**src/design/dvbetd_pkg.sv**
```systemverilog
// Shared types, constants and helper functions for the broadcast event time decoder.
// Used by every module of the decoder; depends on nothing else.
package dvbetd_pkg;

  // Date conversion constants, MJD formulas scaled to exact integers.
  localparam int MjdFloor   = 15079;   // earlier dates saturate here
  localparam int YearNumOfs = 301564;  // 20 * 15078.2
  localparam int YearRecip  = 587949;  // ceil(2^32 / 7305), exact for all numerators here
  localparam int YearShift  = 32;
  localparam int MjdOfs     = 14956;
  localparam int YearBase   = 1900;
  localparam int MonthScale = 306001;  // 30.6001 scaled by 10000
  localparam int MonthDen   = 10000;
  localparam int MonthBias  = 1000;    // the 0.1 of 14956.1, scaled

  // Widths of internal values.
  localparam int NumW  = 20;  // 20*mjd - 301564
  localparam int ProdW = NumW + YearShift - 12;  // product of NumW x 20-bit recip
  localparam int YpW   = 8;   // years since 1900, 0..138
  localparam int RW    = 10;  // days since the year start used by the month step
  localparam int MpW   = 5;   // month index M'
  localparam int MpN   = 1 << MpW;

  typedef logic [MpN-1:0][RW-1:0] mtab_t;

  // Decoded time-of-day and duration bytes.
  typedef struct packed {
    logic [7:0] start_hour;
    logic [7:0] start_minute;
    logic [7:0] start_second;
    logic [7:0] span_hours;
    logic [7:0] span_minutes;
    logic [7:0] span_seconds;
  } tod_t;

  // Stage one: saturated date and scaled year numerator.
  typedef struct packed {
    logic [15:0]     mjd;
    logic [NumW-1:0] num;
    tod_t            tod;
  } prep_t;

  // Stage two: year index known.
  typedef struct packed {
    logic [15:0]    mjd;
    logic [YpW-1:0] yp;
    tod_t           tod;
  } yidx_t;

  // Stage three: remainder of days inside the year.
  typedef struct packed {
    logic [YpW-1:0] yp;
    logic [RW-1:0]  r;
    tod_t           tod;
  } yrem_t;

  // Stage four: month index known.
  typedef struct packed {
    logic [YpW-1:0] yp;
    logic [RW-1:0]  r;
    logic [MpW-1:0] mp;
    tod_t           tod;
  } midx_t;

  // Final result.
  typedef struct packed {
    logic [10:0] year;
    logic [3:0]  month;
    logic [4:0]  day;
    tod_t        tod;
  } res_t;

  // Packed BCD byte to binary, high digit times ten plus low digit, no digit check.
  function automatic logic [7:0] bcd_dec(input logic [7:0] b);
    logic [7:0] hi;
    hi = {4'b0, b[7:4]};
    return (hi << 3) + (hi << 1) + {4'b0, b[3:0]};
  endfunction

  // Days covered by M' months: floor(M' * 30.6001), built at elaboration.
  function automatic mtab_t mk_mdays();
    mtab_t t;
    for (int i = 0; i < MpN; i++) begin
      t[i] = RW'((i * MonthScale) / MonthDen);
    end
    return t;
  endfunction

  // Smallest remainder with M' >= i, built at elaboration.
  function automatic mtab_t mk_mthr();
    mtab_t t;
    for (int i = 0; i < MpN; i++) begin
      t[i] = RW'((i * MonthScale + MonthBias + MonthDen - 1) / MonthDen);
    end
    return t;
  endfunction

endpackage

```
**src/design/dvb_event_time_decode_core.sv**
```systemverilog
// Broadcast event time decoder, top level: stream ports and pipeline assembly.
// Depends on dvbetd_pkg, dvbetd_prep, dvbetd_year and dvbetd_month.
//
// Takes one event start time (16-bit MJD plus BCD hour, minute, second) and one
// BCD duration per transfer and returns calendar year, month and day with the
// decoded time bytes. The decoder is a five-stage pipeline with a valid bit per
// stage: while the output is not stalled, one transfer is accepted per cycle
// and the rate is one item per clock. Every stage has its own ready, so a
// stalled output only holds the stages that are full. Dates below MJD 15079
// are clamped to it; BCD digits are not checked (values up to 165).
// The depth is set by the year step, a 20 x 20-bit reciprocal multiply that
// takes a stage on its own. There is no stored state and no startup sequence.
module dvb_event_time_decode_core
  import dvbetd_pkg::*;
(
  input  logic        clk,
  input  logic        rst,
  input  logic        s_axis_tvalid,
  output logic        s_axis_tready,
  // [39:0] event_start, [63:40] duration
  input  logic [63:0] s_axis_tdata,
  output logic        m_axis_tvalid,
  input  logic        m_axis_tready,
  // [10:0] year, [14:11] month, [19:15] day, [27:20] start_hour,
  // [35:28] start_minute, [43:36] start_second, [51:44] span_hours,
  // [59:52] span_minutes, [67:60] span_seconds, [71:68] zero
  output logic [71:0] m_axis_tdata
);

  logic  prep_vld;
  logic  prep_rdy;
  prep_t prep_data;
  logic  yr_vld;
  logic  yr_rdy;
  yrem_t yr_data;
  res_t  res;

  dvbetd_prep u_prep (
    .clk         (clk),
    .rst         (rst),
    .in_valid    (s_axis_tvalid),
    .in_ready    (s_axis_tready),
    .event_start (s_axis_tdata[39:0]),
    .duration    (s_axis_tdata[63:40]),
    .out_valid   (prep_vld),
    .out_ready   (prep_rdy),
    .out_data    (prep_data)
  );

  dvbetd_year u_year (
    .clk       (clk),
    .rst       (rst),
    .in_valid  (prep_vld),
    .in_ready  (prep_rdy),
    .in_data   (prep_data),
    .out_valid (yr_vld),
    .out_ready (yr_rdy),
    .out_data  (yr_data)
  );

  dvbetd_month u_month (
    .clk       (clk),
    .rst       (rst),
    .in_valid  (yr_vld),
    .in_ready  (yr_rdy),
    .in_data   (yr_data),
    .out_valid (m_axis_tvalid),
    .out_ready (m_axis_tready),
    .out_data  (res)
  );

  // Output packing, first field in the lowest bits.
  assign m_axis_tdata = {4'b0,
                         res.tod.span_seconds, res.tod.span_minutes, res.tod.span_hours,
                         res.tod.start_second, res.tod.start_minute, res.tod.start_hour,
                         res.day, res.month, res.year};

  // An accepted transfer always occupies the first stage on the next cycle.
  a_accept_fills: assert property (@(posedge clk) disable iff (rst)
    (s_axis_tvalid && s_axis_tready) |=> prep_vld)
    else $error("accepted transfer did not enter the first stage");

  // Every delivered date has a month from one to twelve and a nonzero day.
  a_date_range: assert property (@(posedge clk) disable iff (rst)
    m_axis_tvalid |-> (res.month >= 4'd1) && (res.month <= 4'd12) && (res.day != 5'd0))
    else $error("month or day out of range");

  // Every delivered year lies in the span a 16-bit MJD can reach.
  a_year_range: assert property (@(posedge clk) disable iff (rst)
    m_axis_tvalid |-> (res.year >= 11'd1900) && (res.year <= 11'd2039))
    else $error("year out of range");

endmodule

```
**src/design/dvbetd_prep.sv**
```systemverilog
// First pipeline stage: MJD saturation, scaled year numerator and BCD decode.
// Depends on dvbetd_pkg.
module dvbetd_prep
  import dvbetd_pkg::*;
(
  input  logic        clk,
  input  logic        rst,
  input  logic        in_valid,
  output logic        in_ready,
  input  logic [39:0] event_start,
  input  logic [23:0] duration,
  output logic        out_valid,
  input  logic        out_ready,
  output prep_t       out_data
);

  logic  vld;
  prep_t data;
  prep_t data_next;
  logic [15:0] mjd_raw;
  logic [15:0] mjd_sat;
  logic [20:0] mjd_x20;

  // Stage holds its item until the next stage takes it.
  assign in_ready  = !vld || out_ready;
  assign out_valid = vld;
  assign out_data  = data;

  // Saturate early dates, form 20*mjd - 301564 and decode the six time bytes.
  always_comb begin
    mjd_raw = event_start[39:24];
    mjd_sat = (mjd_raw < 16'(MjdFloor)) ? 16'(MjdFloor) : mjd_raw;
    mjd_x20 = ({5'b0, mjd_sat} << 4) + ({5'b0, mjd_sat} << 2);
    data_next.mjd              = mjd_sat;
    data_next.num              = NumW'(mjd_x20 - 21'(YearNumOfs));
    data_next.tod.start_hour   = bcd_dec(event_start[23:16]);
    data_next.tod.start_minute = bcd_dec(event_start[15:8]);
    data_next.tod.start_second = bcd_dec(event_start[7:0]);
    data_next.tod.span_hours   = bcd_dec(duration[23:16]);
    data_next.tod.span_minutes = bcd_dec(duration[15:8]);
    data_next.tod.span_seconds = bcd_dec(duration[7:0]);
  end

  always_ff @(posedge clk) begin
    if (rst) begin
      vld <= 1'b0;
    end else if (in_ready) begin
      vld <= in_valid;
    end
  end

  always_ff @(posedge clk) begin
    if (in_ready && in_valid) begin
      data <= data_next;
    end
  end

endmodule

```
**src/design/dvbetd_year.sv**
```systemverilog
// Second and third pipeline stages: year index by reciprocal multiply, then the
// day remainder inside the year. Depends on dvbetd_pkg.
module dvbetd_year
  import dvbetd_pkg::*;
(
  input  logic  clk,
  input  logic  rst,
  input  logic  in_valid,
  output logic  in_ready,
  input  prep_t in_data,
  output logic  out_valid,
  input  logic  out_ready,
  output yrem_t out_data
);

  logic  vld2;
  logic  vld3;
  logic  rdy2;
  logic  rdy3;
  yidx_t s2;
  yidx_t s2_next;
  yrem_t s3;
  yrem_t s3_next;
  logic [ProdW-1:0] prod;
  logic [17:0]      yp_x1461;
  logic [15:0]      a;
  logic [16:0]      rem;

  assign rdy3      = !vld3 || out_ready;
  assign rdy2      = !vld2 || rdy3;
  assign in_ready  = rdy2;
  assign out_valid = vld3;
  assign out_data  = s3;

  // Year index: floor(num / 7305) as a multiply by the scaled reciprocal.
  always_comb begin
    prod        = ProdW'(in_data.num) * ProdW'(YearRecip);
    s2_next.mjd = in_data.mjd;
    s2_next.yp  = prod[YearShift +: YpW];
    s2_next.tod = in_data.tod;
  end

  // Remainder: mjd - 14956 - floor(Y' * 365.25).
  always_comb begin
    yp_x1461   = 18'(s2.yp) * 18'd1461;
    a          = yp_x1461[17:2];
    rem        = {1'b0, s2.mjd} - 17'(MjdOfs) - {1'b0, a};
    s3_next.yp  = s2.yp;
    s3_next.r   = rem[RW-1:0];
    s3_next.tod = s2.tod;
  end

  // Valid bits of both stages.
  always_ff @(posedge clk) begin
    if (rst) begin
      vld2 <= 1'b0;
      vld3 <= 1'b0;
    end else begin
      if (rdy2) begin
        vld2 <= in_valid;
      end
      if (rdy3) begin
        vld3 <= vld2;
      end
    end
  end

  // Payload registers.
  always_ff @(posedge clk) begin
    if (rdy2 && in_valid) begin
      s2 <= s2_next;
    end
    if (rdy3 && vld2) begin
      s3 <= s3_next;
    end
  end

endmodule

```
**src/design/dvbetd_month.sv**
```systemverilog
// Fourth and fifth pipeline stages: month index by threshold compare, then day,
// month and year with the January/February correction. Depends on dvbetd_pkg.
module dvbetd_month
  import dvbetd_pkg::*;
(
  input  logic  clk,
  input  logic  rst,
  input  logic  in_valid,
  output logic  in_ready,
  input  yrem_t in_data,
  output logic  out_valid,
  input  logic  out_ready,
  output res_t  out_data
);

  localparam mtab_t MonthThr  = mk_mthr();
  localparam mtab_t MonthDays = mk_mdays();

  logic  vld4;
  logic  vld5;
  logic  rdy4;
  logic  rdy5;
  midx_t s4;
  midx_t s4_next;
  res_t  s5;
  res_t  s5_next;
  logic [MpN-2:0] thermo;
  logic [RW-1:0]  dd;
  logic           k;

  assign rdy5      = !vld5 || out_ready;
  assign rdy4      = !vld4 || rdy5;
  assign in_ready  = rdy4;
  assign out_valid = vld5;
  assign out_data  = s5;

  // M' counts the thresholds that the remainder reaches; they rise monotonically.
  always_comb begin
    for (int i = 1; i < MpN; i++) begin
      thermo[i-1] = (in_data.r >= MonthThr[i]);
    end
    s4_next.yp  = in_data.yp;
    s4_next.r   = in_data.r;
    s4_next.mp  = MpW'($countones(thermo));
    s4_next.tod = in_data.tod;
  end

  // Day from the month table; months 14 and 15 roll into the next year.
  always_comb begin
    dd            = s4.r - MonthDays[s4.mp];
    k             = (s4.mp == MpW'(14)) || (s4.mp == MpW'(15));
    s5_next.year  = 11'(s4.yp) + 11'(k) + 11'(YearBase);
    s5_next.month = 4'(s4.mp - MpW'(1) - (k ? MpW'(12) : MpW'(0)));
    s5_next.day   = dd[4:0];
    s5_next.tod   = s4.tod;
  end

  // Valid bits of both stages.
  always_ff @(posedge clk) begin
    if (rst) begin
      vld4 <= 1'b0;
      vld5 <= 1'b0;
    end else begin
      if (rdy4) begin
        vld4 <= in_valid;
      end
      if (rdy5) begin
        vld5 <= vld4;
      end
    end
  end

  // Payload registers; the last one is the output register.
  always_ff @(posedge clk) begin
    if (rdy4 && in_valid) begin
      s4 <= s4_next;
    end
    if (rdy5 && vld4) begin
      s5 <= s5_next;
    end
  end

endmodule

```
**config.mk**
```make
export PLATFORM = sky130hd
export DESIGN_NAME = dvb_event_time_decode_core
export DESIGN_NICKNAME = d
export VERILOG_FILES = /design/src/design/dvbetd_pkg.sv /design/src/design/dvb_event_time_decode_core.sv /design/src/design/dvbetd_prep.sv /design/src/design/dvbetd_year.sv /design/src/design/dvbetd_month.sv
export SDC_FILE = /design/constraint.sdc
export NUM_CORES = 1
export LEC_CHECK = 0
export ABC_AREA = 1
export BUFFER_PORTS_ARGS = -buffer_cell sky130_fd_sc_hd__buf_2
export CORE_UTILIZATION = 57
export CTS_CLUSTER_SIZE = 25
export DETAILED_ROUTE_END_ITERATION = 8
export PLACE_DENSITY = 0.83
export SLEW_MARGIN = 20
export SYNTH_ARGS = -nofsm -noshare
export SYNTH_HDL_FRONTEND = slang
export SYNTH_SLANG_ARGS = --single-unit
```
**constraint.sdc**
```tcl
create_clock -name clk -period 6.3 [get_ports clk]
set_input_delay 0.315 -clock clk [delete_from_list [all_inputs] [get_ports clk]]
set_output_delay 0.315 -clock clk [all_outputs]
set_load 0.02 [all_outputs]
```
After elaboration in Yosys (flattened, before gate mapping)
Memory sizes are Yosys's and may differ from the RTL's. A register that Yosys moved wholly into a read port is not among the register bits.
Index checks and enable logic that the tools add are counted.
- bits of input ports: 68
- register bits after elaboration: 349
- word-level logic and storage cells: 156
- memories: 1
- RAM bits: 0
- output and inout port bits: 74
- latch bits: 0
- memory bits (read-only): 320
- shift-type cells: 0
- mux-type cells: 4
- equal/unequal tests: 2
- bitwise operators: 0
- divide/modulo/power cells: 0
- reductions and logical operators: 16
- magnitude comparators: 33
- $mul: 2
- $add $sub $neg: 51
- memories (name ; words ; width ; read ports ; clocked after memory_dff ; wr ports ; RTL line ; text):
    (no name shown) ; 32 ; 10 ; 1 ; 1 ; 0 ; dvbetd_month.sv:50 ; dd = s4.r - MonthDays[s4.mp];
- operators with widths (operator ; count):
    $ge 10x10->1 const B ; 15
    $ge 10x9->1 const B ; 8
    $add 5x5->5 ; 14
    $add 7x5->8 ; 6
    $add 8x4->8 ; 6
    $ge 10x8->1 const B ; 4
    $mul 20x20->40 const B ; 1
    $add 1x1->2 ; 15
    $add 20x18->20 ; 1
    $ge 10x7->1 const B ; 2
    $sub 20x19->20 const B ; 1
    $lt 16x14->1 const B ; 1
    $mux 16 ; 1
    $mul 8x11->12 const B ; 1
    $add 11x11->11 const B ; 1
    $eq 5x4->1 const B ; 2
    $ge 10x5->1 const B ; 1
    $ge 10x6->1 const B ; 1
    $mux 5 ; 2
    $sub 10x10->10 ; 1
    $sub 10x10->10 const B ; 1
    $add 8x1->9 ; 1
    $logic_or 1x1->1 ; 6
    $lt 5x6->1 const B ; 1
    7 further kinds ; 15

Longest topological paths before layout
- depth in word-level cells: 7
- mapped depth: 31
- depth with buffers taken out: 31

Cells and area by module
A second synthesis with hierarchy kept.
- cells, all modules: 2376
- area total of the unflattened synthesis: 25290.5 µm²
- by module, submodules not included (module ; cells each ; seq. area each (µm²) ; area each (µm²) ; instances):
    dvbetd_year ; 1342 ; 4003.8 ; 13624.3 ; 1
    dvbetd_month ; 532 ; 4164.0 ; 6562.5 ; 1
    dvbetd_prep ; 497 ; 2482.4 ; 5069.9 ; 1
    dvb_event_time_decode_core ; 5 ; 0.0 ; 33.8 ; 1

Worst setup path before layout
OpenSTA, ideal clock, no wires.
- path kind: register to register
- start: register u_year.s3 (netlist bit u_year.out_data[55])
- end: register (tool-made name)
- cell stages (with the launch flop): 29
- clock period less this slack: 5.868 ns
- arrival time: 5.755 ns
- path buffers: 0
- slack: 0.432 ns
- setup time: 0.112 ns
- cells stage by stage: edfxtp_1 nor2_1 inv_1 nor2_1 o21ai_0 o31ai_1 inv_1 ha_1 fa_1 inv_1 fa_1 fa_1 inv_1 fa_1 inv_1 fa_1 inv_1 ha_1 inv_1 fa_1 inv_1 o21ai_2 ha_1 nand2_1 nand2_1 nand2_1 nand2_1 nand2_1 nand2_1
- RTL lines (element ; RTL line ; text):
    from (decl) ; dvbetd_year.sv:22 ; yrem_t s3;
    from (signal assigned) ; dvbetd_year.sv:74 ; s3 <= s3_next;

==> metrics.txt <==
# TYPE chip_impl_metric gauge
chip_impl_metric{name="die_w",unit="um"} 209
chip_impl_info{name="status",value="finished clean"} 1
chip_impl_metric{name="synth_edf_count",unit=""} 342
chip_impl_info{name="post_synth_most_frequent_cells",value="inv_1, nand2_1, ha_1, edfxtp_1, fa_1"} 1
chip_impl_info{name="setup.worst_path.class",value="reg -> reg"} 1
chip_impl_metric{name="clock_tree_buffer_depth",unit=""} 3
chip_impl_metric{name="critical_path.max_stage_delay",unit="ns"} 0.55
chip_impl_info{name="ys_top_cells_by_area",value="edfxtp_1, ha_1, fa_1"} 1
chip_impl_metric{name="synth_cells",unit=""} 2222
chip_impl_info{name="worst_path_most_repeated_cell",value="inv_1"} 1
chip_impl_metric{name="yosysWarningCount",unit=""} 0
chip_impl_metric{name="synth.top_cell.area_share",unit="%"} 42.1
chip_impl_info{name="post-synth-top-area-cell",value="edfxtp_1"} 1
chip_impl_metric{name="core_region_area",unit="sq um"} 42100
chip_impl_metric{name="detail_route.first_pass.iterations",unit=""} 5
chip_impl_metric{name="relSlewSlack",unit="%"} 39.6
chip_impl_metric{name="drt-total-wl",unit="um"} 53900
chip_impl_metric{name="totalNegativeSetupSlack",unit="ns"} 0
chip_impl_metric{name="grt_first_pass_wirelength",unit="um"} 85200
chip_impl_metric{name="layout_worst_path_cycle_share",unit="%"} 95.3
chip_impl_metric{name="std_cell_rows",unit=""} 75
chip_impl_metric{name="antenna-diode-count",unit=""} 0
chip_impl_metric{name="syn_to_final_growth",unit="%"} 12.1
chip_impl_metric{name="ioPinCount",unit=""} 142
chip_impl_metric{name="max_cap_viol_count",unit=""} 0
chip_impl_metric{name="synth_seq_cells",unit=""} 352
chip_impl_info{name="hold_path.class",value="in -> reg"} 1
chip_impl_metric{name="drc",unit=""} 0
chip_impl_metric{name="post_drt_wl_per_cell",unit="um"} 18.0
chip_impl_metric{name="worst_ep_arrival",unit="ns"} 6.41
chip_impl_metric{name="cts_made_buffers",unit=""} 35
chip_impl_metric{name="grt_start_max_net_pins",unit=""} 70
chip_impl_metric{name="fin_skew",unit="ns"} 0.0174
chip_impl_info{name="ys_dominant_reg_cell",value="edfxtp_1"} 1
chip_impl_metric{name="share_of_cells_above_drive_strength_1",unit="%"} 11.4
chip_impl_metric{name="post_synth.cell_area_avg",unit="sq um"} 11.0
chip_impl_metric{name="maximum_level_of_the_cts_h_tree",unit=""} 2
chip_impl_metric{name="starting_utilization_of_the_core_area",unit="%"} 57.9
chip_impl_info{name="tritoncts_clock_tree",value="yes"} 1
chip_impl_metric{name="async_reset_ff_share",unit="%"} 0
chip_impl_metric{name="cts_num_sinks",unit=""} 352
chip_impl_metric{name="routed_via_density",unit=""} 5.34
chip_impl_metric{name="cp.required",unit="ns"} 6.71
chip_impl_metric{name="finalWeightedCongestion",unit=""} 0.983
chip_impl_metric{name="chipHeight",unit="um"} 209
chip_impl_metric{name="place_area",unit="sq um"} 26000
chip_impl_metric{name="setup-violations-final",unit=""} 0
chip_impl_metric{name="drtAntennaViolNets",unit=""} 0
chip_impl_metric{name="io_buffers",unit=""} 137
chip_impl_metric{name="placement.setup.worst_slack",unit="ns"} 0.134
chip_impl_metric{name="peak_clock_frequency_supported_by_timing",unit="GHz"} 0.167
chip_impl_metric{name="routed_via_count",unit=""} 16028
chip_impl_metric{name="syn-cell-area",unit="sq um"} 24400
chip_impl_metric{name="tightest_slew",unit="ns"} 0.906
chip_impl_metric{name="antenna_found_initial",unit=""} 0
chip_impl_metric{name="clk_transition_reported_paths",unit="ns"} 0.06
chip_impl_info{name="crit_path_top_delay_cell",value="fa_1"} 1
chip_impl_metric{name="finish.net_count",unit=""} 3034
chip_impl_metric{name="dpl.hpwl",unit="um"} 42200
chip_impl_info{name="post-synth-top-count-cell",value="inv_1"} 1
chip_impl_metric{name="first_global_vias",unit=""} 16638
chip_impl_info{name="sort_of_element_at_the_end_of_the_critical_path",value="flip-flop"} 1
chip_impl_metric{name="ys_types",unit=""} 44
chip_impl_metric{name="first_iter_violations",unit=""} 1190
chip_impl_metric{name="post-route-worst-setup-slack",unit="ns"} 0.298
chip_impl_metric{name="design_area",unit="sq um"} 27400
chip_impl_info{name="clock-root-buffer",value="clkbuf_16"} 1
chip_impl_metric{name="floorplan.die_area",unit="sq um"} 43700
chip_impl_metric{name="part_of_the_yosys_area_used_for_sequential_elements",unit="%"} 42.9
chip_impl_metric{name="globalRouteTotalUtil",unit="%"} 25.1
chip_impl_metric{name="gr-total-overflow",unit=""} 0
chip_impl_metric{name="critical_path_peak_fanout",unit=""} 6
chip_impl_metric{name="hold_viol_final",unit=""} 0
chip_impl_metric{name="clkLatencyLatePin",unit="ns"} 0.52
chip_impl_metric{name="maxSlewViolCount",unit=""} 0
chip_impl_metric{name="finalWorstPathRequiredPeriod",unit="ns"} 6.00
chip_impl_info{name="start_kind",value="flip-flop"} 1
## worst paths after layout
path | endpoint | from | slack (ns) | cells past startpoint
max | flip-flop | u_year.out_data[51]$_DFFE_PP_ | 0.30 | 28
min | u_month.out_valid$_SDFFE_PP0P_ | rst | 0.03 | 2
max reg2reg | flip-flop | u_year.out_data[51]$_DFFE_PP_ | 0.30 | 28
min reg2reg | u_month.out_data[14]$_DFFE_PP_ | u_month.s4[14]$_DFFE_PP_ | 0.41 | 0
## state kept, by name, indices dropped and copies added, names as in the netlist, named ones only
| signal | flops |
|---|---|
| u_month.out_valid | 1 |
| u_month.out_data | 68 |
| u_prep.out_data | 76 |
| u_month.vld4 | 1 |
| u_year.out_valid | 1 |
| u_year.vld2 | 1 |
| u_year.out_data | 66 |
| u_year.s2 | 66 |
| u_prep.out_valid | 1 |
| u_month.s4 | 66 |
## stage by stage
stage | utilization, % | hold slack [ns] | std cells
global placement | 61.6 | 0.400 | 2925
finish | 64.9 | 0.0280 | 3003
floorplan | - | 0.384 | 2225
global route | 64.9 | 0.0214 | 3003
detailed placement | 61.6 | 0.405 | 2925
CTS | 64.4 | 0.00928 | 2994
## placed cells by master, fill, tap and decap left out, types with 4 or more instances in the layout
master,n
a21o_1,7
clkbuf_1,6
nor2_4,7
o21ai_1,6
conb_1,4
xor2_1,47
nor3_1,10
nor2_1,127
clkinv_1,9
nand4_1,12
nand3_1,67
o21ai_2,4
o21bai_1,10
o21a_1,7
nand2_2,7
dlygate4sd3_1,6
nor2_2,7
a21oi_1,78
inv_2,10
o211ai_1,6
a31oi_1,10
nand2_1,362
ha_1,343
fa_1,181
inv_1,470
dfxtp_1,10
clkbuf_16,36
buf_2,137
edfxtp_1,342
o21ai_0,27
buf_4,42
xnor2_1,18
## area by class of cell
type                    instances  area [sq um]
flip-flops and latches        352         10500
repair buffers                187          1080
fillers                      3098         14800
inverters                     480          1800
multi-input cells            1382         12200
clock buffers                  42           923
clock inverters                21           195
well taps                     539           674
## cells by family (layout without fill, tap and decap cells)
kind of cell	count (synthesis)	count (layout)	share of synthesized area [%]
simple gates	618	618	10.4
compound gates	166	166	3.92
fa+ha+maj	528	528	32.6
xor+xnor	66	66	2.40
flops	352	352	42.9
other cells	1	4	0.0154
buf+inv	491	730	7.77
## what timing repair did
item | CTS | global route
endpoints found under the hold margin | 6 | 0
setup buffers | 0 | 9
hold buffers | 6 | 0
gates resized for setup | 0 | 45
endpoints found under the setup margin | 0 | 5
## worst max-delay path: cells and delay by family (launching register included)
| kind | cells | cell delay [ns] |
|---|---|---|
| buffers and inverters | 10 | 0.83 |
| AO/OA/AOI/OAI | 2 | 0.41 |
| AND/OR/NAND/NOR | 7 | 0.46 |
| flip-flops | 1 | 0.50 |
| adder cells (fa/ha/maj) | 9 | 3.69 |
## per-layer routing
layer	GRT usage [%]	wire length, um	vias to the layer above
met5	0	0	-
met4	11.0	2340	0
met3	3.35	2360	147
met2	44.8	27300	508
met1	30.5	21900	7712
li1	-	-	7661
Power is left out: the tool's default activity adds up to more than one toggle a clock period on the data nets, which glitch-free logic cannot reach.
